<file path="src/rtl/odo_pkg.sv">
`timescale 1ns / 1ps
`default_nettype none
// ----------------------------------------------------------------------------
// odo_pkg - shared types and constants for the wheel odometry block
// Word types, job entry, sequencer states, fixed-point widths and the
// CORDIC arctangent table.
// ----------------------------------------------------------------------------
package odo_pkg;

  localparam int DEF_CORDIC_STEPS = 24;
  localparam int DEF_COUNT_BITS   = 32;
  localparam int QUEUE_DEPTH      = 2;

  localparam int CFG_INDEX_BITS = 8;
  localparam logic [CFG_INDEX_BITS-1:0] REG_DISTANCE_PER_COUNT = 8'd0;
  localparam logic [CFG_INDEX_BITS-1:0] REG_INV_TRACK_WIDTH    = 8'd1;
  localparam logic [31:0] RESET_DISTANCE_PER_COUNT = 32'd533830;
  localparam logic [23:0] RESET_INV_TRACK_WIDTH    = 24'd163840;

  localparam int TRAVEL_W = 58;   // wheel travel, 2^-24 m, signed
  localparam int NUM_W    = 71;   // |travel| * 15625
  localparam int DEN_W    = 26;   // 4 * elapsed_us
  localparam int LIN_QW   = 32;
  localparam int ANG_QW   = 48;

  localparam logic signed [33:0] CORDIC_GAIN = 34'sd652032874;
  localparam logic [21:0] RAD_TO_BAM = 22'd2670177;

  typedef struct packed {
    logic signed [31:0] left_count;
    logic signed [31:0] right_count;
    logic [23:0]        elapsed_us;
  } in_word_t;

  typedef struct packed {
    logic signed [31:0] pos_x;
    logic signed [31:0] pos_y;
    logic [31:0]        heading_angle;
    logic signed [31:0] linear_speed;
    logic signed [31:0] angular_speed;
    logic               speed_valid;
  } out_word_t;

  typedef struct packed {
    logic signed [31:0] dl;
    logic signed [31:0] dr;
    logic [23:0]        dt;
  } job_t;

  typedef struct packed {
    logic push;
    logic pop;
  } queue_ctl_t;

  typedef struct packed {
    logic empty;
    logic full;
  } queue_stat_t;

  typedef enum logic [4:0] {
    B_IDLE, B_TL, B_TR, B_CE, B_SCALE,
    B_H0, B_H1, B_H2, B_H3, B_H4, B_WAITC,
    B_X0, B_X1, B_X2, B_X3, B_X4, B_WAITD,
    B_A0, B_A1, B_A2, B_DONE
  } back_state_t;

  function automatic logic [31:0] atan_bam(input logic [4:0] i);
    logic [31:0] r;
    case (i)
      5'd0:  r = 32'd536870912;
      5'd1:  r = 32'd316933406;
      5'd2:  r = 32'd167458907;
      5'd3:  r = 32'd85004756;
      5'd4:  r = 32'd42667331;
      5'd5:  r = 32'd21354465;
      5'd6:  r = 32'd10679838;
      5'd7:  r = 32'd5340245;
      5'd8:  r = 32'd2670163;
      5'd9:  r = 32'd1335087;
      5'd10: r = 32'd667544;
      5'd11: r = 32'd333772;
      5'd12: r = 32'd166886;
      5'd13: r = 32'd83443;
      5'd14: r = 32'd41722;
      5'd15: r = 32'd20861;
      5'd16: r = 32'd10430;
      5'd17: r = 32'd5215;
      5'd18: r = 32'd2608;
      5'd19: r = 32'd1304;
      5'd20: r = 32'd652;
      5'd21: r = 32'd326;
      5'd22: r = 32'd163;
      5'd23: r = 32'd81;
      5'd24: r = 32'd41;
      5'd25: r = 32'd20;
      5'd26: r = 32'd10;
      5'd27: r = 32'd5;
      5'd28: r = 32'd3;
      5'd29: r = 32'd1;
      5'd30: r = 32'd1;
      default: r = 32'd0;
    endcase
    return r;
  endfunction

endpackage
`default_nettype wire

</file>
<file path="src/rtl/odo_queue.sv">
`timescale 1ns / 1ps
`default_nettype none
// ----------------------------------------------------------------------------
// odo_queue - job queue
// Short FIFO between intake and the arithmetic sequencer.
// ----------------------------------------------------------------------------
module odo_queue (
  input  wire logic                clk,
  input  wire logic                rst,
  input  wire odo_pkg::queue_ctl_t ctl,
  input  wire odo_pkg::job_t       wr_job,
  output odo_pkg::job_t            rd_job,
  output odo_pkg::queue_stat_t     stat
);

  localparam int DEPTH = odo_pkg::QUEUE_DEPTH;
  localparam int PW = (DEPTH > 1) ? $clog2(DEPTH) : 1;
  localparam int CW = $clog2(DEPTH + 1);

  odo_pkg::job_t slots [DEPTH];
  logic [PW-1:0] wptr;
  logic [PW-1:0] rptr;
  logic [CW-1:0] count;

  assign rd_job     = slots[rptr];
  assign stat.empty = (count == '0);
  assign stat.full  = (count == CW'(DEPTH));

  always_ff @(posedge clk) begin
    if (ctl.push) begin
      slots[wptr] <= wr_job;
    end
  end

  always_ff @(posedge clk) begin
    if (rst) begin
      wptr  <= '0;
      rptr  <= '0;
      count <= '0;
    end else begin
      if (ctl.push) begin
        wptr <= (wptr == PW'(DEPTH - 1)) ? '0 : wptr + 1'b1;
      end
      if (ctl.pop) begin
        rptr <= (rptr == PW'(DEPTH - 1)) ? '0 : rptr + 1'b1;
      end
      if (ctl.push && !ctl.pop) begin
        count <= count + 1'b1;
      end else if (!ctl.push && ctl.pop) begin
        count <= count - 1'b1;
      end
    end
  end

endmodule
`default_nettype wire

</file>
<file path="config.mk">
export PLATFORM = sky130hd
export DESIGN_NAME = odo_queue
export DESIGN_NICKNAME = d
export VERILOG_FILES = /design/src/rtl/odo_pkg.sv /design/src/rtl/odo_queue.sv
export SDC_FILE = /design/constraint.sdc
export NUM_CORES = 1
export LEC_CHECK = 0
export ABC_AREA = 1
export CORE_MARGIN = 4
export CORE_UTILIZATION = 62
export CTS_CLUSTER_SIZE = 14
export DETAILED_ROUTE_END_ITERATION = 6
export DONT_BUFFER_PORTS = 1
export GPL_TIMING_DRIVEN = 0
export PLACE_DENSITY = 0.78
export RECOVER_POWER = 50
export SLEW_MARGIN = 10
export SYNTH_ARGS = -nofsm -noshare
export SYNTH_HDL_FRONTEND = slang
export SYNTH_SLANG_ARGS = --single-unit
</file>
<file path="constraint.sdc">
create_clock -name clk -period 5.5 [get_ports clk]
set_clock_uncertainty 0.15 [all_clocks]
set_input_delay 0 -clock clk [delete_from_list [all_inputs] [get_ports clk]]
set_output_delay 0 -clock clk [all_outputs]
set_load 0.01 [all_outputs]
</file>
==> flow_summary.json, run 1 <==
{
  "status": "did not finish",
  "lastStage": "4_1_cts",
  "error": "[ERROR RSZ-0060] Max buffer count reached.",
  "ys_async_sr_fraction_pct": 0,
  "synth_area_leaders": "edfxtp_1, mux2_2, mux2_4, dfxtp_1, buf_6",
  "numCtsBuffers": 17,
  "place_inst": 447,
  "globalplace.congestion": 0.685,
  "syn_nets": 400,
  "post_cts.repair.setup_buffers": 0,
  "synth_edf_count": 176,
  "syn_inst": 307,
  "ys.flop_type": "edfxtp_1",
  "clk_path_buf_depth": 2,
  "yosysMostFrequentCell": "edfxtp_1",
  "start_util_pct": 64.2,
  "cts-root-buf": "clkbuf_8",
  "netlist_area_mm2": 0.00665,
  "ys_top_cells_by_count": "edfxtp_1, mux2_2, mux2_4, inv_1, nor2_1",
  "synth_area_per_cell_um2": 21.7,
  "synth.largest_area_cell": "edfxtp_1",
  "die_y_um": 112,
  "synth-seq-cells": 181,
  "rows": 37,
  "cts_resized": 0,
  "post_dp_cell_area_mm2": 0.00693,
  "ys_seq_area_share_pct": 80.9,
  "ios": 182,
  "cts_sinks": 181,
  "dpl.hpwl_mm": 7.53,
  "die_w_um": 112,
  "ys_types": 16,
  "postCtsHoldBufs": 101,
  "htree_levels": 4,
  "portBuffers": 0,
  "yosysTopAreaCellShare_pct": 79.4,
  "yosys_warnings": 0
}
-- metrics by stage --
stage          setup TNS, ps  hold WS, ps  setup slack (ps)  util (%)
3_3_place_gp          -75660        -76.1              -865      65.8
3_5_place_dp               0        -71.1              3750      66.8
2_1_floorplan              0        -77.6               830         -
-- kinds of logic after synthesis --
| family | after synthesis | share of synthesized area [%] |
|---|---|---|
| buffers and inverters | 19 | 1.64 |
| AOI/OAI and AO/OA | 2 | 0.150 |
| muxes | 88 | 16.0 |
| xor gates and xnor gates | 1 | 0.132 |
| and+or+nand+nor | 15 | 0.922 |
| adders and majority gates | 1 | 0.188 |
| DFF | 181 | 80.9 |
==> run 2: changes to the inputs <==
--- a/config.mk
+++ b/config.mk
@@ -7,12 +7,11 @@
 export LEC_CHECK = 0
 export ABC_AREA = 1
 export CORE_MARGIN = 4
-export CORE_UTILIZATION = 62
-export CTS_CLUSTER_SIZE = 14
+export CORE_UTILIZATION = 40
 export DETAILED_ROUTE_END_ITERATION = 6
 export DONT_BUFFER_PORTS = 1
 export GPL_TIMING_DRIVEN = 0
-export PLACE_DENSITY = 0.78
+export PLACE_DENSITY_LB_ADDON = 0.15
 export RECOVER_POWER = 50
 export SLEW_MARGIN = 10
 export SYNTH_ARGS = -nofsm -noshare
==> flow_summary.json, run 2 <==
{
  "die_w_um": 137,
  "worstSetupStartpoint": "wptr$_SDFFE_PP0P_",
  "track_usage_pct": 12.6,
  "synth_area_per_cell_um2": 21.7,
  "critPathSlowestCell": "clkinvlp_2",
  "finalNetCount": 515,
  "globalplace.congestion": 0.642,
  "vias": 3078,
  "avgViaCountPerCell": 4.74,
  "synth-seq-cells": 181,
  "synth_area_leaders": "edfxtp_1, mux2_2, mux2_4, dfxtp_1, buf_6",
  "die_y_um": 137,
  "period_minus_slack_ps": 2950,
  "post_cts.repair.setup_buffers": 0,
  "grt_setup_unrepaired": "no",
  "coreArea_mm2": 0.0161,
  "postRouteAntennaNets": 0,
  "worstHoldStart": "wr_job[82]",
  "cap_violations": 2,
  "status": "finished with violations",
  "layout_commonest_cell": "edfxtp_1",
  "slowest_delay_ps": 1340,
  "yosysMostFrequentCell": "edfxtp_1",
  "setup_violations": 0,
  "drc": 0,
  "antenna_cells": 0,
  "start_util_pct": 41.3,
  "r2r_slack_ps": 2550,
  "leakage_nw": 2.90,
  "netlist_area_mm2": 0.00665,
  "yosysTopAreaCellShare_pct": 79.4,
  "layout_common_cells": "edfxtp_1, dlygate4sd3_1, mux2_2",
  "p_per_area_mw_per_mm2": 353,
  "peakVddDrop_v": 0.000198,
  "clk_path_buf_depth": 2,
  "grt_pass1_vias": 3370,
  "top_register": "slots",
  "dieArea_mm2": 0.0188,
  "num-fill-cells": 1319,
  "fmax_mhz": 339,
  "wl_mm": 11.7,
  "ys_types": 16,
  "yosys_warnings": 0,
  "largestRegisters": "slots: 176 flops, count: 2 flops",
  "clk_latency_ps": 410,
  "tns_ps": 0,
  "drive_above_1_share_pct": 29.3,
  "antenna_found_initial": 0,
  "hold_path_class": "in2reg",
  "critPathArrivalTime_ps": 2920,
  "cp-end-kind": "flip-flop",
  "ys_seq_area_share_pct": 80.9,
  "cts_tree": "done",
  "drt_iter0_drc": 111,
  "numCtsBuffers": 17,
  "synth.largest_area_cell": "edfxtp_1",
  "ys_async_sr_fraction_pct": 0,
  "ios": 182,
  "hold_viol": 0,
  "rows": 46,
  "area_growth_pct": 27.2,
  "cts.clk_slew.worst_paths_ps": 60,
  "violations": "max-capacitance violations, max-slew violations",
  "wl_per_cell_um": 18.0,
  "cts_resized": 0,
  "crit_chain": "nand2_1 -> clkinvlp_2 -> buf_16",
  "grt_overflow": 0,
  "syn_inst": 307,
  "fin_crit_sh_pct": 53.6,
  "path_class": "reg2reg",
  "path_delay_family": "buffers and inverters",
  "regToRegStartpoint": "wptr$_SDFFE_PP0P_",
  "syn_nets": 400,
  "firstDrtPassIters": 3,
  "max-slew-margin-rel_pct": -51.7,
  "path_max_fanout": 53,
  "grt_max_degree": 54,
  "drv_slew": 60,
  "htree_levels": 4,
  "cts-root-buf": "clkbuf_16",
  "cts_sinks": 181,
  "synth_edf_count": 176,
  "grt_pass1_wl_mm": 17.6,
  "worst_slew_pin_slew_ps": 2270,
  "ys.flop_type": "edfxtp_1",
  "largest_register_ffs": 176,
  "path_buf_inv": 2,
  "p_total_mw": 2.99,
  "worstSetupStartpointType": "flip-flop",
  "portBuffers": 0,
  "crit_required_ps": 5470,
  "dpl.hpwl_mm": 7.67,
  "ys_top_cells_by_count": "edfxtp_1, mux2_2, mux2_4, inv_1, nor2_1"
}
## run 2: cell counts after synthesis
No cell type changed its count.
## run 2: path summary, 6_finish.rpt
check | to | depth (start not counted)
worst max-delay path | slots[1][73]$_DFFE_PP_ | 3
worst min-delay path | slots[0][82]$_DFFE_PP_ | 1
worst max register to register | slots[1][73]$_DFFE_PP_ | 3
worst min register to register | wptr$_SDFFE_PP0P_ | 2
## run 2: final cells by class
| cell class | instances | area (um^2) | share of cell area, % |
|---|---|---|---|
| repair buffers | 96 | 1020 | 12.0 |
| flip-flops and latches | 181 | 5390 | 63.7 |
| well taps | 216 | 270 | 3.19 |
| plain buffers | 10 | 75.1 | 0.887 |
| inverters | 9 | 35.0 | 0.414 |
| multi-input cells | 107 | 1160 | 13.7 |
| clock inverters | 12 | 90.1 | 1.06 |
| clock buffers | 18 | 429 | 5.07 |
## run 2: routing by layer
| layer | part of all wire [%] | GRT usage [%] | vias up |
|---|---|---|---|
| met2 | 49 | 20.4 | 126 |
| met1 | 40 | 14.1 | 1517 |
| met5 | 0 | 0 | - |
| met3 | 10 | 6.40 | 12 |
| li1 | - | - | 1423 |
| met4 | 1.6 | 5.49 | 0 |
## run 2: worst reg2reg max path, cell delays in order (launching register included)
cell        delay [ps]
dfxtp_1            320
nand2_1             70
clkinvlp_2        1340
buf_16             730
## run 2: cell families after synthesis
group                    synth area share [%]
multiplexers                             16.0
flip-flops                               80.9
XOR/XNOR                                0.132
AND/OR/NAND/NOR                         0.922
adder cells (fa/ha/maj)                 0.188
buffers and inverters                    1.64
AO/OA/AOI/OAI                           0.150
## run 2: timing repair
item | 4_1_cts | 5_1_grt
setup endpoints to repair | 0 | 0
endpoints found under the hold margin | 239 | 0
hold buffers | 92 | 0
## run 2: per-stage QoR
step | cell area [um^2] | hold WS (ps) | instances | util [%] | setup WS (ps)
2_1_floorplan | 6650 | -77.6 | 307 | - | 830
3_3_place_gp | 6920 | -75.1 | 523 | 43.0 | -1330
3_5_place_dp | 7030 | -73.3 | 527 | 43.6 | 3550
4_1_cts | 8470 | 58.9 | 649 | 52.5 | 3540
5_1_grt | 8460 | 65.7 | 649 | 52.5 | 2220
6_report | 8460 | 86.8 | 649 | 52.5 | 2550
## run 2: report_power, final
| part | switching, mW | internal (mW) | total, mW |
|---|---|---|---|
| clock | 0.461 | 0.609 | 1.07 |
| sequential | 0.0155 | 1.60 | 1.61 |
| combinational | 0.159 | 0.146 | 0.306 |
| total | 0.636 | 2.35 | 2.99 |
(Power assumes the default switching activity.)
