[src/rtl/odo_pkg.sv]
`timescale 1ns / 1ps
`default_nettype none
// ----------------------------------------------------------------------------
// odo_pkg - shared types and constants for the wheel odometry block
// Word types, job entry, sequencer states, fixed-point widths and the
// CORDIC arctangent table.
// ----------------------------------------------------------------------------
package odo_pkg;

  localparam int DEF_CORDIC_STEPS = 24;
  localparam int DEF_COUNT_BITS   = 32;
  localparam int QUEUE_DEPTH      = 2;

  localparam int CFG_INDEX_BITS = 8;
  localparam logic [CFG_INDEX_BITS-1:0] REG_DISTANCE_PER_COUNT = 8'd0;
  localparam logic [CFG_INDEX_BITS-1:0] REG_INV_TRACK_WIDTH    = 8'd1;
  localparam logic [31:0] RESET_DISTANCE_PER_COUNT = 32'd533830;
  localparam logic [23:0] RESET_INV_TRACK_WIDTH    = 24'd163840;

  localparam int TRAVEL_W = 58;   // wheel travel, 2^-24 m, signed
  localparam int NUM_W    = 71;   // |travel| * 15625
  localparam int DEN_W    = 26;   // 4 * elapsed_us
  localparam int LIN_QW   = 32;
  localparam int ANG_QW   = 48;

  localparam logic signed [33:0] CORDIC_GAIN = 34'sd652032874;
  localparam logic [21:0] RAD_TO_BAM = 22'd2670177;

  typedef struct packed {
    logic signed [31:0] left_count;
    logic signed [31:0] right_count;
    logic [23:0]        elapsed_us;
  } in_word_t;

  typedef struct packed {
    logic signed [31:0] pos_x;
    logic signed [31:0] pos_y;
    logic [31:0]        heading_angle;
    logic signed [31:0] linear_speed;
    logic signed [31:0] angular_speed;
    logic               speed_valid;
  } out_word_t;

  typedef struct packed {
    logic signed [31:0] dl;
    logic signed [31:0] dr;
    logic [23:0]        dt;
  } job_t;

  typedef struct packed {
    logic push;
    logic pop;
  } queue_ctl_t;

  typedef struct packed {
    logic empty;
    logic full;
  } queue_stat_t;

  typedef enum logic [4:0] {
    B_IDLE, B_TL, B_TR, B_CE, B_SCALE,
    B_H0, B_H1, B_H2, B_H3, B_H4, B_WAITC,
    B_X0, B_X1, B_X2, B_X3, B_X4, B_WAITD,
    B_A0, B_A1, B_A2, B_DONE
  } back_state_t;

  function automatic logic [31:0] atan_bam(input logic [4:0] i);
    logic [31:0] r;
    case (i)
      5'd0:  r = 32'd536870912;
      5'd1:  r = 32'd316933406;
      5'd2:  r = 32'd167458907;
      5'd3:  r = 32'd85004756;
      5'd4:  r = 32'd42667331;
      5'd5:  r = 32'd21354465;
      5'd6:  r = 32'd10679838;
      5'd7:  r = 32'd5340245;
      5'd8:  r = 32'd2670163;
      5'd9:  r = 32'd1335087;
      5'd10: r = 32'd667544;
      5'd11: r = 32'd333772;
      5'd12: r = 32'd166886;
      5'd13: r = 32'd83443;
      5'd14: r = 32'd41722;
      5'd15: r = 32'd20861;
      5'd16: r = 32'd10430;
      5'd17: r = 32'd5215;
      5'd18: r = 32'd2608;
      5'd19: r = 32'd1304;
      5'd20: r = 32'd652;
      5'd21: r = 32'd326;
      5'd22: r = 32'd163;
      5'd23: r = 32'd81;
      5'd24: r = 32'd41;
      5'd25: r = 32'd20;
      5'd26: r = 32'd10;
      5'd27: r = 32'd5;
      5'd28: r = 32'd3;
      5'd29: r = 32'd1;
      5'd30: r = 32'd1;
      default: r = 32'd0;
    endcase
    return r;
  endfunction

endpackage
`default_nettype wire

[src/rtl/odo_front.sv]
`timescale 1ns / 1ps
`default_nettype none
// ----------------------------------------------------------------------------
// odo_front - sample intake
// Accept encoder words, form count differences and push jobs to the queue.
// ----------------------------------------------------------------------------
module odo_front #(
  parameter int COUNT_BITS = odo_pkg::DEF_COUNT_BITS
) (
  input  wire logic             clk,
  input  wire logic             rst,
  input  wire logic             in_valid,
  output logic                  in_stall,
  input  wire odo_pkg::in_word_t in_word,
  input  wire logic             q_full,
  output logic                  q_push,
  output odo_pkg::job_t         q_job
);

  localparam int SH = 32 - COUNT_BITS;

  logic [31:0] prev_left;
  logic [31:0] prev_right;
  logic [31:0] raw_l;
  logic [31:0] raw_r;

  assign in_stall = q_full;
  assign q_push   = in_valid && !q_full;

  // keep the low COUNT_BITS of the difference, read as signed
  assign raw_l = in_word.left_count - prev_left;
  assign raw_r = in_word.right_count - prev_right;
  assign q_job.dl = $signed(raw_l << SH) >>> SH;
  assign q_job.dr = $signed(raw_r << SH) >>> SH;
  assign q_job.dt = in_word.elapsed_us;

  always_ff @(posedge clk) begin
    if (rst) begin
      prev_left  <= '0;
      prev_right <= '0;
    end else if (q_push) begin
      prev_left  <= in_word.left_count;
      prev_right <= in_word.right_count;
    end
  end

endmodule
`default_nettype wire

[config.mk]
export PLATFORM = sky130hd
export DESIGN_NAME = odo_front
export DESIGN_NICKNAME = d
export VERILOG_FILES = /design/src/rtl/odo_pkg.sv /design/src/rtl/odo_front.sv
export SDC_FILE = /design/constraint.sdc
export NUM_CORES = 1
export LEC_CHECK = 0
export BUFFER_PORTS_ARGS = -buffer_cell sky130_fd_sc_hd__buf_2
export CAP_MARGIN = 20
export CORE_AREA = 2 2 91 137
export DETAILED_ROUTE_END_ITERATION = 6
export DIE_AREA = 0 0 93 139
export PLACE_DENSITY_LB_ADDON = 0.3
export SYNTH_ARGS = -nofsm -noshare
export SYNTH_HDL_FRONTEND = slang
export SYNTH_SLANG_ARGS = --single-unit
[constraint.sdc]
create_clock -name clk -period 3.4 [get_ports clk]
set_input_delay 0.34 -clock clk [delete_from_list [all_inputs] [get_ports clk]]
set_output_delay 0.34 -clock clk [all_outputs]
set_load 0.005 [all_outputs]
==> impl_metrics.ini, run 1 <==
[status]
status = completed

[synthesis]
yosys.area_share.adder_pct = 13.4
synth.area.mux_share_pct = 0
synth-simple-area-share_pct = 19.4
ys_types = 64
synth-seq-cells = 64
synth.cell_area_um2 = 6080
synth_cells = 847
synth-xor-area-share_pct = 8.07
synth_compound_area_share_pct = 27.3
avgSynthCellArea_um2 = 7.17
synth_seq_area_share_pct = 21.1
ys_async_sr_fraction_pct = 0
synth_edf_count = 0
synth_top_family_by_area = compound AO/OA/AOI/OAI gates
synth-main-ff-cell = dfxtp_1
synth_warnings = 0
syn_nets = 1003

[worst_setup_path]
r2r_setup_slack_ps = 2730
path_max_fanout = 3
slowest_delay_ps = 400
cp.required_ps = 3060
crit_arrival_ps = 2890
reg2reg_to = prev_right[1]
crit_family = compound AO/OA/AOI/OAI gates
crit_path_end_kind = primary output
slowest_stage = fa_1
worstSetupStartpointType = flop
crit_chain = ha_1 -> fa_1 -> and2b_1 -> o2111ai_2 -> a211o_1 -> a31o_1 -> a21oi_2 -> a41oi_1 -> xnor2_1 -> buf_2
cp_num_buf_inv = 1
critical_path_class = flop to primary output
r2r_start = prev_right[1]
reg2reg_depth = 2

[power_and_ir_drop]
powerDensity_nw_per_um2 = 391
p_comb_share_pct = 37.6
power.internal_w = 0.00177
ir_worst_vdd_uv = 236
p_clk_share_pct = 32.7
seq_power_share_pct = 29.7
p_sw_w = 0.000931
switching_share_pct = 34.4
p_leak_nw = 2.92

[sta]
max_slew_margin_pct = 50.9
fin_setup_tns_ps = 0
min_period_ps = 3230
finalClockSkew_ps = 0
hold_viol_final = 0
tightest_slew_ps = 737
whs_ps = 254
fmaxAchievable_ghz = 0.310
rsz0062_at_grt = no
slew_violations = 0
finalCritPeriodShare_pct = 94.9
setup_viol = 0

[route]
wl_per_cell_um = 14.4
routed_wl_um = 15700
via_per_inst = 5.48
dr.first_iter.drc_count = 229
ant_nets = 0
drtPass1Iterations = 5
drc = 0
via_count = 5991

[global_route]
grt_pass1_wl_um = 25900
grt_max_degree = 65
grt_util_all_layers_pct = 24.4
grt_overflow = 0
grt_pass1_vias = 5792
antenna_found_initial = 0

[cts]
cts_buffers = 9
clkSinkCount = 64
clk_pin_slew_ps = 60
cts_max_path_buffers = 2
tritoncts = done
post-cts-setup-buffers = 0
cts-root-buf = clkbuf_16
htreeDepth = 3
worstSkewPairLatency_ps = 330

[floorplanning]
die_w_um = 93
die_y_um = 139
fp.coreArea_um2 = 11800
die-area_um2 = 12900
io_pins = 182
rows = 49
start_util_pct = 51.6

[finish]
area_growth_pct = 13.9
fillers = 1209
n_antenna_cell = 0
nets = 1092
drive_gt1_share_pct = 18.8

[flow_run]
max_cap_violations = 0

[min_path]
hold_path.class = primary input to flop
min_path_cells = 3
holdPathEnd = prev_right[24]
holdCritStartpoint = in_word[48]

[placed_design]
io_buffers = 133
gp_congestion = 0.967
dp_hpwl_um = 11900
-- through the flow --
step	setup slack [ps]	total power, W	std cells	utilization [%]	instance area (um^2)
final	173	0.00270	1094	58.8	6920
after global placement	363	0.00182	1078	56.3	6630
after CTS	144	0.00273	1094	58.7	6910
after detailed placement	345	0.00182	1078	56.3	6630
after global routing	25.4	0.00287	1094	58.8	6920
after floorplan	766	0.00151	847	-	6080
-- worst min-delay path, cell delays in order --
cell     delay [ps]
buf_2           110
nand2_1          50
a21oi_1          50
-- power groups by stage --
stage	clock, W	combinational, W	sequential, W
floorplan	0	0.000698	0.000814
global placement	0	0.00100	0.000817
detailed placement	0	0.00101	0.000818
CTS	0.000912	0.00101	0.000802
global route	0.000934	0.00113	0.000805
finish	0.000884	0.00102	0.000802
-- Yosys cell counts, types with 4 or more instances --
master / count / share of area, %
a211oi_1: 4 / 0.49
ha_1: 62 / 13
o21ai_0: 26 / 2.1
o21a_1: 13 / 1.6
nand3_1: 17 / 1.4
buf_4: 25 / 3.1
clkbuf_1: 28 / 1.7
a31oi_1: 5 / 0.51
o21bai_1: 8 / 0.99
nor2_1: 22 / 1.4
nand4_1: 11 / 1.1
o211ai_1: 7 / 0.86
nand2_1: 164 / 10
a21oi_1: 120 / 9.9
a21boi_0: 4 / 0.49
nand2b_1: 11 / 1.1
inv_1: 81 / 5.0
nor3_1: 6 / 0.49
a21o_1: 30 / 3.7
buf_2: 4 / 0.33
xnor2_1: 39 / 5.6
nor2b_1: 7 / 0.72
and2_1: 6 / 0.62
xor2_1: 17 / 2.5
dfxtp_1: 64 / 21
-- sequential cells by signal (all words and copies together) (netlist names) --
name / cells
prev_left: 32
prev_right: 32
-- per-layer routing --
layer / GRT usage [%] / wire length [um] / up-vias
met1: 27.1 / 6330 / 2703
met2: 44.1 / 8110 / 181
met3: 4.78 / 775 / 44
met5: 0 / 0 / -
met4: 10.8 / 520 / 0
li1: - / - / 3063
-- what timing repair did --
item,4_1_cts,5_1_grt
hold buffers,0,0
setup endpoints to repair,0,2
resized for setup,0,2
-- worst max path at each step --
stage	start	to	slack [ps]	cells past startpoint
floorplan	in_word[24]	q_job[50]	770	10
global placement	in_word[24]	q_job[50]	360	12
detailed placement	in_word[24]	q_job[50]	340	12
CTS	prev_right[0]	q_job[50]	140	10
global route	prev_left[1]	q_job[83]	30	10
finish	prev_right[0]	q_job[50]	170	10
-- layout by cell type (no fill, tap or decap), types with 8 or more instances in the layout --
| cell type | count |
|---|---|
| inv_1 | 80 |
| nand2_1 | 164 |
| buf_2 | 133 |
| o21ai_0 | 25 |
| xnor2_1 | 39 |
| xor2_1 | 17 |
| nor2_1 | 22 |
| a21o_1 | 30 |
| o21a_1 | 13 |
| dfxtp_1 | 64 |
| nand2b_1 | 10 |
| a21oi_1 | 120 |
| ha_1 | 62 |
| nand3_1 | 17 |
| clkbuf_16 | 9 |
| nand4_1 | 11 |
| o21bai_1 | 8 |
-- cell type report --
type,instances,area (um^2),area share [%]
Multi-Input combinational cell,642,4150,60.0
Sequential cell,64,1280,18.5
Timing Repair Buffer,138,703,10.2
Inverter,81,304,4.39
Clock buffer,12,256,3.71
Tap cell,153,191,2.77
Clock inverter,4,28.8,0.416
-- logic make-up (layout without fill, tap and decap cells) --
kind of cell | count (synthesis) | in the layout
adder cells (fa/ha/maj) | 64 | 64
buffers and inverters | 141 | 235
XOR/XNOR | 56 | 56
AND/OR/NAND/NOR | 263 | 263
flip-flops | 64 | 64
AO/OA/AOI/OAI | 259 | 259
No activity file was read; power rests on OpenSTA's default activity.
==> run 2: changes to the inputs <==
==> constraint.sdc (replaced) <==
create_clock -name clk -period 3.4 [get_ports clk]
set_input_delay 0 -clock clk [delete_from_list [all_inputs] [get_ports clk]]
set_output_delay 0 -clock clk [all_outputs]
set_load 0.005 [all_outputs]
==> run 2 against run 1 <==
  * Die area unchanged
  * Clock-buffer cell count down 1
  * Register-to-register slack worse by 30 ps
  * Design area up 10%
  * Clock skew unchanged
==> impl_metrics.ini, run 2 (same netlist as run 1, synthesis figures left out) <==
[worst_setup_path]
cp.required_ps = 3400
path_max_fanout = 4
worstSetupStartpointType = primary input
slowest_delay_ps = 520
crit_path_end_kind = primary output
slowest_stage = dlygate4sd3_1
crit_chain = dlygate4sd3_1 -> buf_2 -> inv_1 -> ha_1 -> fa_1 -> and2b_1 -> o2111ai_2 -> a21boi_1 -> a221oi_2 -> nor3_1 -> nand2b_1 -> xnor2_1 -> buf_2
critical_path_class = primary input to primary output
cpMostUsedCell = buf_2
crit_arrival_ps = 3020

[cts]
cts_buffers = 9
cts_max_path_buffers = 2
clkSinkCount = 64
worstSkewPairLatency_ps = 330
cts-root-buf = clkbuf_16
tritoncts = done
htreeDepth = 3
cts_resized = 0

[sta]
tightest_slew_ps = 1020
finalCritPeriodShare_pct = 88.8
fin_setup_tns_ps = 0
fmaxAchievable_ghz = 0.331
slew_violations = 0
setup_ws_ps = 380
setup_viol = 0
hold_viol_final = 0
finalClockSkew_ps = 0
max_slew_margin_pct = 32.3
min_period_ps = 3020
rsz0062_at_grt = no

[floorplanning]
fp.coreArea_um2 = 11800
die_y_um = 139
die_w_um = 93
die-area_um2 = 12900
start_util_pct = 51.6
rows = 49
io_pins = 182

[finish]
top_regs = prev_left: 32 flops, prev_right: 32 flops
drive_gt1_share_pct = 17.4
nets = 1155
layout_commonest_cell = nand2_1
multi_input_area_um2 = 4150
final_core_util_pct = 64.8
fillers = 1066
area_growth_pct = 25.6
n_antenna_cell = 0
layout_common_cells = nand2_1, buf_2, a21oi_1
regArea_um2 = 1280

[power_and_ir_drop]
power_w = 0.00306
p_leak_nw = 3.22
powerDensity_nw_per_um2 = 401
ir_worst_vdd_uv = 279

[min_path]
hold_path.class = primary input to primary output

[status]
status = completed

[global_route]
grt_pass1_vias = 6264
grt_overflow = 0
grt_util_all_layers_pct = 26.0
grt_pass1_wl_um = 27600
grt_max_degree = 65
antenna_found_initial = 0

[placed_design]
pre_cts_slack_ps = 862
io_buffers = 133
gp_congestion = 0.973
dp_hpwl_um = 12000

[route]
via_per_inst = 5.45
drtPass1Iterations = 4
drc = 0
ant_nets = 0
via_count = 6301
dr.first_iter.drc_count = 250
routed_wl_um = 17200
wl_per_cell_um = 14.8

[flow_run]
max_cap_violations = 0
run 2: critical path: cells and delay by family:
| kind | cells | cell delay, ps |
|---|---|---|
| and+or+nand+nor | 3 | 780 |
| xor gates and xnor gates | 1 | 120 |
| adders and majority gates | 2 | 610 |
| buffers and inverters | 4 | 810 |
| AOI/OAI and AO/OA | 3 | 700 |
run 2: where the power goes:
part	leakage, nW	switching (W)	total [W]	internal, W
clock	0.176	0.000357	0.00117	0.000811
combinational	2.52	0.000588	0.00109	0.000500
sequential	0.523	0.0000166	0.000802	0.000785
total	3.22	0.000962	0.00306	0.00210
run 2: cell type report:
| type | instances | share of cell area, % |
|---|---|---|
| Clock inverter | 5 | 1.67 |
| Tap cell | 153 | 2.51 |
| Sequential cell | 64 | 16.8 |
| Multi-Input combinational cell | 642 | 54.4 |
| Inverter | 81 | 3.98 |
| Timing Repair Buffer | 201 | 17.5 |
| Clock buffer | 11 | 3.18 |
run 2: worst paths after layout:
kind	slack (ps)	to	depth (start not counted)	start
max	380	q_job[48]	13	in_word[24]
min	0.002	q_job[23]	0	in_word[23]
max reg2reg	2700	prev_left[8]	2	prev_left[8]
min reg2reg	450	prev_right[16]	2	prev_right[16]
run 2: stage by stage:
stage | hold WS [ps] | instance area (um^2) | cells
after detailed placement | 0.0346 | 6620 | 1077
after floorplan | 80.8 | 6080 | 847
after CTS | 0.0346 | 7630 | 1157
after global placement | 0.0346 | 6620 | 1077
final | 0.00199 | 7630 | 1157
after global routing | 0.00889 | 7630 | 1157
run 2: routing by layer:
metal	global-route usage (%)	wire [um]	vias up
li1	-	-	3187
met2	50.6	9330	158
met4	10.4	504	0
met5	0	0	-
met3	3.64	649	44
met1	27.3	6690	2912
run 2: timing repair:
| action | 4_1_cts | 5_1_grt |
|---|---|---|
| hold endpoints to repair | 64 | 0 |
| setup endpoints to repair | 0 | 0 |
| buffers inserted | 0 | 0 |
| hold buffers | 64 | 0 |
